--- config.mk ---
export PLATFORM = sky130hd
export DESIGN_NAME = go_back_n_sender_window_unit
export DESIGN_NICKNAME = d
export VERILOG_FILES = /design/src/rtl/gbn_sw_pkg.sv /design/src/rtl/gbn_sw_ram.sv /design/src/rtl/gbn_sw_ctrl.sv /design/src/rtl/gbn_sw_dpath.sv /design/src/rtl/go_back_n_sender_window_unit.sv
export SDC_FILE = /design/constraint.sdc
export NUM_CORES = 1
export LEC_CHECK = 0
export BUFFER_PORTS_ARGS = -buffer_cell sky130_fd_sc_hd__buf_2
export CORE_ASPECT_RATIO = 1.25
export CORE_MARGIN = 2
export CORE_UTILIZATION = 45
export CTS_CLUSTER_DIAMETER = 100
export DETAILED_ROUTE_END_ITERATION = 6
export SLEW_MARGIN = 15
export SYNTH_ARGS = -nofsm -noshare
export SYNTH_HDL_FRONTEND = slang
export SYNTH_SLANG_ARGS = --single-unit
--- constraint.sdc ---
create_clock -name clk -period 3.6 [get_ports clk]
set_input_delay 0.36 -clock clk [delete_from_list [all_inputs] [get_ports clk]]
set_output_delay 0.36 -clock clk [all_outputs]
set_load 0.005 [all_outputs]
--- src/rtl/gbn_sw_pkg.sv ---
package gbn_sw_pkg;

	// Window geometry and chunk limit (both fit the field widths)
	localparam int unsigned WINDOW_MAX = 32;
	localparam int unsigned CHUNK_MAX  = 1000;
	localparam int unsigned SLOT_W     = 5;
	localparam int unsigned CNT_W      = 6;
	localparam int unsigned LEN_W      = 10;
	localparam int unsigned SEQ_W      = 32;

	localparam logic [CNT_W-1:0] LIMIT_RESET = 6'd8;

	typedef enum logic [1:0] {
		MODE_NEW     = 2'd0,
		MODE_ACK     = 2'd1,
		MODE_TIMEOUT = 2'd2,
		MODE_NONE    = 2'd3
	} mode_t;

	typedef enum logic [1:0] {
		KIND_SEND  = 2'd0,
		KIND_FULL  = 2'd1,
		KIND_ACK   = 2'd2,
		KIND_EMPTY = 2'd3
	} kind_t;

	// controller -> datapath
	typedef struct packed {
		logic exec;         // handle the accepted transaction as a single result
		logic replay_start; // clear replay index
		logic rd;           // read payload length of current replay slot
		logic step;         // advance replay index
		logic replay_sel;   // outputs come from the replay path
	} cmd_t;

	// datapath -> controller
	typedef struct packed {
		logic empty;        // nothing outstanding
		logic replay_last;  // current replay packet is the newest one
	} status_t;

endpackage

--- src/rtl/gbn_sw_ram.sv ---
module gbn_sw_ram #(
	parameter int unsigned WIDTH = 10,
	parameter int unsigned DEPTH = 32
) (
	input  logic                     clk,
	input  logic                     we,
	input  logic [$clog2(DEPTH)-1:0] waddr,
	input  logic [WIDTH-1:0]         wdata,
	input  logic                     re,
	input  logic [$clog2(DEPTH)-1:0] raddr,
	output logic [WIDTH-1:0]         rdata
);

	logic [WIDTH-1:0] mem_q [DEPTH];
	logic [WIDTH-1:0] rdata_q;

	always_ff @(posedge clk) begin
		if (we) begin
			mem_q[waddr] <= wdata;
		end
		if (re) begin
			rdata_q <= mem_q[raddr];
		end
	end

	assign rdata = rdata_q;

endmodule

--- src/rtl/gbn_sw_ctrl.sv ---
module gbn_sw_ctrl (
	input  logic                 clk,
	input  logic                 arst_n,
	input  logic                 in_valid,
	output logic                 in_ready,
	input  logic [1:0]           mode,
	output logic                 out_valid,
	input  logic                 out_ready,
	input  gbn_sw_pkg::status_t  status,
	output gbn_sw_pkg::cmd_t     cmd
);

	typedef enum logic [3:0] {
		ST_IDLE = 4'b0001,
		ST_OUT  = 4'b0010,
		ST_RD   = 4'b0100,
		ST_RPL  = 4'b1000
	} state_t;

	state_t state_q;
	state_t state_d;

	always_comb begin
		state_d   = state_q;
		cmd       = '0;
		in_ready  = 1'b0;
		out_valid = 1'b0;
		unique case (state_q)
			ST_IDLE: begin
				in_ready = 1'b1;
				if (in_valid) begin
					unique case (gbn_sw_pkg::mode_t'(mode))
						gbn_sw_pkg::MODE_NEW,
						gbn_sw_pkg::MODE_ACK: begin
							cmd.exec = 1'b1;
							state_d  = ST_OUT;
						end
						gbn_sw_pkg::MODE_TIMEOUT: begin
							if (status.empty) begin
								cmd.exec = 1'b1;
								state_d  = ST_OUT;
							end else begin
								cmd.replay_start = 1'b1;
								state_d          = ST_RD;
							end
						end
						default: begin
							// unused code: dropped without a result
						end
					endcase
				end
			end
			ST_OUT: begin
				out_valid = 1'b1;
				if (out_ready) begin
					state_d = ST_IDLE;
				end
			end
			ST_RD: begin
				cmd.rd  = 1'b1;
				state_d = ST_RPL;
			end
			ST_RPL: begin
				out_valid      = 1'b1;
				cmd.replay_sel = 1'b1;
				if (out_ready) begin
					if (status.replay_last) begin
						state_d = ST_IDLE;
					end else begin
						cmd.step = 1'b1;
						state_d  = ST_RD;
					end
				end
			end
			default: begin
				state_d = ST_IDLE;
			end
		endcase
	end

	always_ff @(posedge clk or negedge arst_n) begin
		if (!arst_n) begin
			state_q <= ST_IDLE;
		end else begin
			state_q <= state_d;
		end
	end

`ifndef SYNTHESIS
	a_ready_excl_valid: assert property (@(posedge clk) disable iff (!arst_n)
		!(in_ready && out_valid))
		else $error("input taken while a result is pending");
`endif

endmodule

--- src/rtl/gbn_sw_dpath.sv ---
module gbn_sw_dpath (
	input  logic                                   clk,
	input  logic                                   arst_n,
	input  logic [1:0]                             mode,
	input  logic [gbn_sw_pkg::LEN_W-1:0]           chunk_length,
	input  logic [gbn_sw_pkg::SEQ_W-1:0]           ack_number,
	input  logic                                   ack_checksum_ok,
	input  logic                                   cfg_write_en,
	input  logic [gbn_sw_pkg::CNT_W-1:0]           cfg_write_data,
	input  gbn_sw_pkg::cmd_t                       cmd,
	output gbn_sw_pkg::status_t                    status,
	output logic [1:0]                             kind,
	output logic [gbn_sw_pkg::SEQ_W-1:0]           send_seq,
	output logic [gbn_sw_pkg::SLOT_W-1:0]          send_slot,
	output logic [gbn_sw_pkg::LEN_W-1:0]           send_length,
	output logic [gbn_sw_pkg::CNT_W-1:0]           in_flight
);

	localparam int unsigned SEQ_W  = gbn_sw_pkg::SEQ_W;
	localparam int unsigned SLOT_W = gbn_sw_pkg::SLOT_W;
	localparam int unsigned CNT_W  = gbn_sw_pkg::CNT_W;
	localparam int unsigned LEN_W  = gbn_sw_pkg::LEN_W;

	localparam logic [CNT_W-1:0] WIN_MAX  = CNT_W'(gbn_sw_pkg::WINDOW_MAX);
	localparam logic [LEN_W-1:0] CHK_MAX  = LEN_W'(gbn_sw_pkg::CHUNK_MAX);

	logic [CNT_W-1:0]  limit_q;
	logic [SEQ_W-1:0]  base_q;
	logic [SLOT_W-1:0] head_q;
	logic [CNT_W-1:0]  outst_q;
	logic [SLOT_W-1:0] idx_q;

	gbn_sw_pkg::kind_t res_kind_q;
	logic [SEQ_W-1:0]  res_seq_q;
	logic [SLOT_W-1:0] res_slot_q;
	logic [LEN_W-1:0]  res_len_q;

	logic [CNT_W-1:0]  eff_limit;
	logic              full;
	logic [LEN_W-1:0]  clen_sat;
	logic [SLOT_W-1:0] wr_slot;
	logic [SLOT_W-1:0] rd_slot;
	logic [SEQ_W-1:0]  ack_dist;
	logic              ack_take;
	logic              new_take;
	logic [LEN_W-1:0]  rd_len;

	// limit raised to one and capped at the window size
	always_comb begin
		priority if (limit_q == '0) begin
			eff_limit = CNT_W'(1);
		end else if (limit_q > WIN_MAX) begin
			eff_limit = WIN_MAX;
		end else begin
			eff_limit = limit_q;
		end
	end

	assign full     = (outst_q >= eff_limit);
	assign clen_sat = (chunk_length > CHK_MAX) ? CHK_MAX : chunk_length;
	assign wr_slot  = head_q + outst_q[SLOT_W-1:0];
	assign rd_slot  = head_q + idx_q;
	assign ack_dist = ack_number - base_q;
	assign ack_take = ack_checksum_ok && (ack_dist <= {{(SEQ_W-CNT_W){1'b0}}, outst_q});
	assign new_take = cmd.exec && (gbn_sw_pkg::mode_t'(mode) == gbn_sw_pkg::MODE_NEW) && !full;

	gbn_sw_ram #(
		.WIDTH (LEN_W),
		.DEPTH (gbn_sw_pkg::WINDOW_MAX)
	) u_len_ram (
		.clk   (clk),
		.we    (new_take),
		.waddr (wr_slot),
		.wdata (clen_sat),
		.re    (cmd.rd),
		.raddr (rd_slot),
		.rdata (rd_len)
	);

	always_ff @(posedge clk or negedge arst_n) begin
		if (!arst_n) begin
			limit_q <= gbn_sw_pkg::LIMIT_RESET;
			base_q  <= '0;
			head_q  <= '0;
			outst_q <= '0;
			idx_q   <= '0;
		end else begin
			if (cfg_write_en) begin
				limit_q <= cfg_write_data;
			end
			if (cmd.exec) begin
				unique case (gbn_sw_pkg::mode_t'(mode))
					gbn_sw_pkg::MODE_NEW: begin
						if (!full) begin
							outst_q <= outst_q + CNT_W'(1);
						end
					end
					gbn_sw_pkg::MODE_ACK: begin
						if (ack_take) begin
							base_q  <= ack_number;
							head_q  <= head_q + ack_dist[SLOT_W-1:0];
							outst_q <= outst_q - ack_dist[CNT_W-1:0];
						end
					end
					default: begin
					end
				endcase
			end
			if (cmd.replay_start) begin
				idx_q <= '0;
			end else if (cmd.step) begin
				idx_q <= idx_q + SLOT_W'(1);
			end
		end
	end

	// single-result payload
	always_ff @(posedge clk) begin
		if (cmd.exec) begin
			res_seq_q  <= '0;
			res_slot_q <= '0;
			res_len_q  <= '0;
			unique case (gbn_sw_pkg::mode_t'(mode))
				gbn_sw_pkg::MODE_NEW: begin
					if (full) begin
						res_kind_q <= gbn_sw_pkg::KIND_FULL;
					end else begin
						res_kind_q <= gbn_sw_pkg::KIND_SEND;
						res_seq_q  <= base_q + {{(SEQ_W-CNT_W){1'b0}}, outst_q};
						res_slot_q <= wr_slot;
						res_len_q  <= clen_sat;
					end
				end
				gbn_sw_pkg::MODE_ACK: begin
					res_kind_q <= gbn_sw_pkg::KIND_ACK;
				end
				default: begin
					res_kind_q <= gbn_sw_pkg::KIND_EMPTY;
				end
			endcase
		end
	end

	assign status.empty       = (outst_q == '0);
	assign status.replay_last = ({1'b0, idx_q} + CNT_W'(1)) == outst_q;

	assign kind        = cmd.replay_sel ? gbn_sw_pkg::KIND_SEND : res_kind_q;
	assign send_seq    = cmd.replay_sel ? base_q + {{(SEQ_W-SLOT_W){1'b0}}, idx_q} : res_seq_q;
	assign send_slot   = cmd.replay_sel ? rd_slot : res_slot_q;
	assign send_length = cmd.replay_sel ? rd_len : res_len_q;
	assign in_flight   = outst_q;

`ifndef SYNTHESIS
	a_outst_bound: assert property (@(posedge clk) disable iff (!arst_n)
		outst_q <= WIN_MAX)
		else $error("outstanding count beyond window size");
	a_replay_idx: assert property (@(posedge clk) disable iff (!arst_n)
		cmd.replay_sel |-> ({1'b0, idx_q} < outst_q))
		else $error("replay index past newest packet");
	a_new_count: assert property (@(posedge clk) disable iff (!arst_n)
		new_take |=> (outst_q == $past(outst_q) + CNT_W'(1)))
		else $error("accepted chunk did not grow the window");
`endif

endmodule

--- src/rtl/go_back_n_sender_window_unit.sv ---
// Channel   Handshake                  Payload
// input     in_valid / in_ready        mode, chunk_length, ack_number, ack_checksum_ok
// output    out_valid / out_ready      kind, send_seq, send_slot, send_length,
//                                      in_flight, last
// config    cfg_write_en (no wait)     cfg_write_data (window_limit)
//
// New-chunk and ACK transactions: the input is taken, and the registered result is
// offered in the cycle after.
// Timeout replay: the input is taken, then for each outstanding packet the slot
// length RAM is read and the result offered; the RAM read port is registered.
// One transaction is in the block at a time; a stalled output holds the block.
// Reset (arst_n low) clears the window and sets the limit to 8; no clearing pass.
module go_back_n_sender_window_unit (
	input  logic                                  clk,
	input  logic                                  arst_n,
	// input transactions
	input  logic                                  in_valid,
	output logic                                  in_ready,
	input  logic [1:0]                            mode,
	input  logic [gbn_sw_pkg::LEN_W-1:0]          chunk_length,
	input  logic [gbn_sw_pkg::SEQ_W-1:0]          ack_number,
	input  logic                                  ack_checksum_ok,
	// result transactions
	output logic                                  out_valid,
	input  logic                                  out_ready,
	output logic [1:0]                            kind,
	output logic [gbn_sw_pkg::SEQ_W-1:0]          send_seq,
	output logic [gbn_sw_pkg::SLOT_W-1:0]         send_slot,
	output logic [gbn_sw_pkg::LEN_W-1:0]          send_length,
	output logic [gbn_sw_pkg::CNT_W-1:0]          in_flight,
	output logic                                  last,
	// window limit register
	input  logic                                  cfg_write_en,
	input  logic [gbn_sw_pkg::CNT_W-1:0]          cfg_write_data
);

	gbn_sw_pkg::cmd_t    cmd;
	gbn_sw_pkg::status_t status;

	// sequencer: accept, single result, or replay walk over the window
	gbn_sw_ctrl u_ctrl (
		.clk       (clk),
		.arst_n    (arst_n),
		.in_valid  (in_valid),
		.in_ready  (in_ready),
		.mode      (mode),
		.out_valid (out_valid),
		.out_ready (out_ready),
		.status    (status),
		.cmd       (cmd)
	);

	// window state, slot length store and result registers
	gbn_sw_dpath u_dpath (
		.clk             (clk),
		.arst_n          (arst_n),
		.mode            (mode),
		.chunk_length    (chunk_length),
		.ack_number      (ack_number),
		.ack_checksum_ok (ack_checksum_ok),
		.cfg_write_en    (cfg_write_en),
		.cfg_write_data  (cfg_write_data),
		.cmd             (cmd),
		.status          (status),
		.kind            (kind),
		.send_seq        (send_seq),
		.send_slot       (send_slot),
		.send_length     (send_length),
		.in_flight       (in_flight)
	);

	// single results are always final; in a replay only the newest packet is
	assign last = cmd.replay_sel ? status.replay_last : 1'b1;

endmodule
==> impl_metrics.tcl <==
set metrics [dict create \
    ioPinCount 114 \
    initial_core_util 0.456 \
    antenna_found_initial 1 \
    place.detailed.hpwl_microns 40400 \
    finalSetupViolCount 43 \
    violations "setup timing" \
    r2r_slack_ns -0.33 \
    critPathKind "register to register" \
    clk_pin_slew_ns 0.06 \
    drc 0 \
    p_per_area_nw_per_um2 489 \
    ys_seq_area_frac 0.596 \
    synth_cells 1567 \
    status "complete, but fails checks" \
    grt_pass1_wl_microns 83400 \
    final.min_clock_period_ns 3.93 \
    syn_nets 1702 \
    syn_avg_cell_area_sq_um 13.7 \
    place.gp.congestion 0.918 \
    num-fill-cells 3915 \
    critPathLaunchType "register" \
    overflow 0 \
    num_vias 13824 \
    crit_required_ns 4.06 \
    wirelength_microns 55300 \
    root_buffer "clkbuf_16" \
    postPlaceCellArea_sq_um 24200 \
    clockBufferDepth 3 \
    grt_setup_unrepaired "true" \
    worst_slew_pin_slew_ns 0.740 \
    fp.dieW_microns 200 \
    firstDrtPassIters 5 \
    grt_pass1_vias 14223 \
    p_leak_uw 0.00962 \
    r2r_cells 19 \
    crit_path_max_fanout 11 \
    synthMuxAreaShare 0.134 \
    track_usage 0.223 \
    areaGrowthSynthToFinish_pct 21.6 \
    r2r-start "u_dpath.base_q[0]" \
    final_cell_area_sq_um 26200 \
    dieArea_sq_um 49600 \
    cts_tree "built" \
    ys_async_sr_fraction 0.133 \
    timing.final.crit_share 1.09 \
    ant_nets 0 \
    synth-compound-area-share 0.0628 \
    drt-wirelength-per-cell_microns 21.8 \
    grt_max_degree 52 \
    core.rowCount 89 \
    synth_edf_count 379 \
    viasPerCell 5.45 \
    synth_xor_area_frac 0.0395 \
    utilization 0.554 \
    max_cap_viol_count 0 \
    ys_types 68 \
    endpoint "u_dpath.head_q[4]" \
    clk_latency_ns 0.56 \
    die_h_microns 249 \
    diodes 0 \
    max_freq_ghz 0.255 \
    synthFlopType "edfxtp_1" \
    synth_adder_area_share 0.0484 \
    finalMaxSlewViolations 0 \
    drive_above_1_share 0.320 \
    synth_top_family_by_area "multiplexers" \
    cts.sinks 437 \
    synthSimpleGateAreaFrac 0.0945 \
    ctsHtreeMaxLevel 2 \
    ir_drop_uv 281 \
    hp-class "primary input to register" \
    setup_slack_ns -0.326 \
    critPathArrivalTime_ns 4.39 \
    final_hold_viol_count 0 \
    ys_ff_latch 437 \
    relSlewSlack 0.503 \
    cp-startpoint "u_dpath.base_q[0]" \
    rr_endpoint "u_dpath.head_q[4]" \
    syn_area_sq_um 21500 \
    port_buffers 113 \
    dr.first_iter.drc_count 870 \
    cts_buffers 43 \
    nNetsFinal 1998 \
    ys_warn_count 0 \
    clock_skew_ns 0.0234 \
    core_region_area_sq_um 47200 \
    cp-end-kind "register" \
]
==> Yosys cell counts (all sizes together) (21+ instances only) <==
| library cell | n | area share |
|---|---|---|
| mux4 | 100 | 0.10 |
| nor2 | 121 | 0.021 |
| xnor2 | 81 | 0.033 |
| edfxtp | 379 | 0.53 |
| nor3 | 23 | 0.0053 |
| a21oi | 66 | 0.016 |
| o21ai | 76 | 0.018 |
| and2 | 23 | 0.0068 |
| nand2 | 151 | 0.026 |
| dfrtp | 56 | 0.065 |
| mux2 | 49 | 0.026 |
| ha | 72 | 0.042 |
| nand3 | 28 | 0.0065 |
| nand4 | 21 | 0.0064 |
| inv | 69 | 0.012 |
| clkbuf | 52 | 0.0091 |
==> per-stage QoR <==
stage	total power, uW	setup TNS (ns)	instances	worst slack (ns)	hold slack, ns
floorplan	7280	-1.08	1567	-0.130	0.0644
global placement	8120	-18.10	2439	-0.460	0.329
detailed placement	8160	-23.40	2439	-0.590	0.330
CTS	12900	-11.14	2523	-0.316	0.00592
global route	13300	-22.98	2535	-0.582	0.0395
finish	12800	-12.36	2535	-0.326	0.0291
==> cell type report <==
class | instances | area [sq um] | share of cell area
inverters | 69 | 259 | 0.00989
clock buffers | 48 | 1120 | 0.0426
repair buffers | 319 | 2300 | 0.0878
multi-input cells | 993 | 8500 | 0.325
well taps | 637 | 797 | 0.0304
clock inverters | 32 | 368 | 0.0141
flip-flops and latches | 437 | 12800 | 0.490
==> worst min-delay path by stage <==
stage	slack, ns	cells after the start	start	to
global placement	0.33	1	arst_n	u_dpath.base_q[13]
floorplan	0.06	0	arst_n	u_ctrl.state_q[1]
global route	0.04	2	ack_number[11]	u_dpath.base_q[11]
CTS	0.006	3	cfg_write_data[5]	u_dpath.limit_q[5]
finish	0.03	3	cfg_write_data[5]	u_dpath.limit_q[5]
detailed placement	0.33	1	arst_n	u_dpath.base_q[17]
==> where the power goes <==
| group | switching, uW | internal, uW |
|---|---|---|
| sequential | 68.8 | 5640 |
| clock | 1990 | 2700 |
| combinational | 1330 | 1060 |
| total | 3390 | 9400 |
==> critical path: stages, from the launching register on <==
cell,delay [ns]
dfrtp_1,0.39
ha_1,0.22
fa_2,0.38
nand2b_4,0.16
nand2_1,0.06
a21oi_1,0.07
xnor2_1,0.21
ha_1,0.27
o21a_1,0.19
o22ai_1,0.12
o221a_2,0.22
nand4_1,0.09
nor4_1,0.20
nand4_1,0.15
nor4_2,0.29
nand4_2,0.18
buf_12,0.20
buf_4,0.16
nor2_1,0.13
xor2_1,0.18
==> cell usage in the layout (no fill, tap or decap), drive strengths merged, types with 8 or more instances in the layout <==
cell type	count
ha	72
nand2b	16
xnor2	81
a21o	16
clkbuf	48
o21ai	76
buf	318
clkinv	18
a21oi	66
nor3	23
mux4	100
inv	71
mux2i	8
nand3	28
mux2	49
nand2	151
nor2	121
edfxtp	379
and2	23
nand4	21
dfrtp	56
xor2	16
or3	9
and3	12
nor4	10
nor2b	10
==> sequential cells by signal, indices dropped and copies added, names as in the netlist <==
name                     count
u_dpath.res_len_q           10
u_dpath.u_len_ram.rdata     10
u_dpath.idx_q                5
u_dpath.u_len_ram.mem_q    320
u_dpath.base_q              32
u_dpath.head_q               5
u_ctrl.state_q               4
u_dpath.limit_q              6
u_dpath.in_flight            6
u_dpath.res_kind_q           2
u_dpath.res_slot_q           5
u_dpath.res_seq_q           32
==> layer usage <==
layer	wire length [microns]	track usage	up-vias
li1	-	-	6492
met4	1930	0.0775	2
met5	14	0	-
met2	29300	0.399	318
met3	2100	0.0286	108
met1	22000	0.275	6904
==> what timing repair did <==
item	CTS	global route
endpoints found under the setup margin	60	376
hold endpoints to repair	18	0
pin swaps	8	12
resized for setup	25	81
cloned	0	5
setup buffers	3	7
hold buffers	1	0
==> kinds of logic (layout without fill, tap and decap cells) <==
family | Yosys count | after routing
multiplexers | 157 | 157
flip-flops | 437 | 437
adder cells (fa/ha/maj) | 79 | 79
XOR/XNOR | 97 | 97
AO/OA/AOI/OAI | 221 | 221
AND/OR/NAND/NOR | 439 | 439
buffers and inverters | 137 | 468
(Power assumes the default switching activity.)
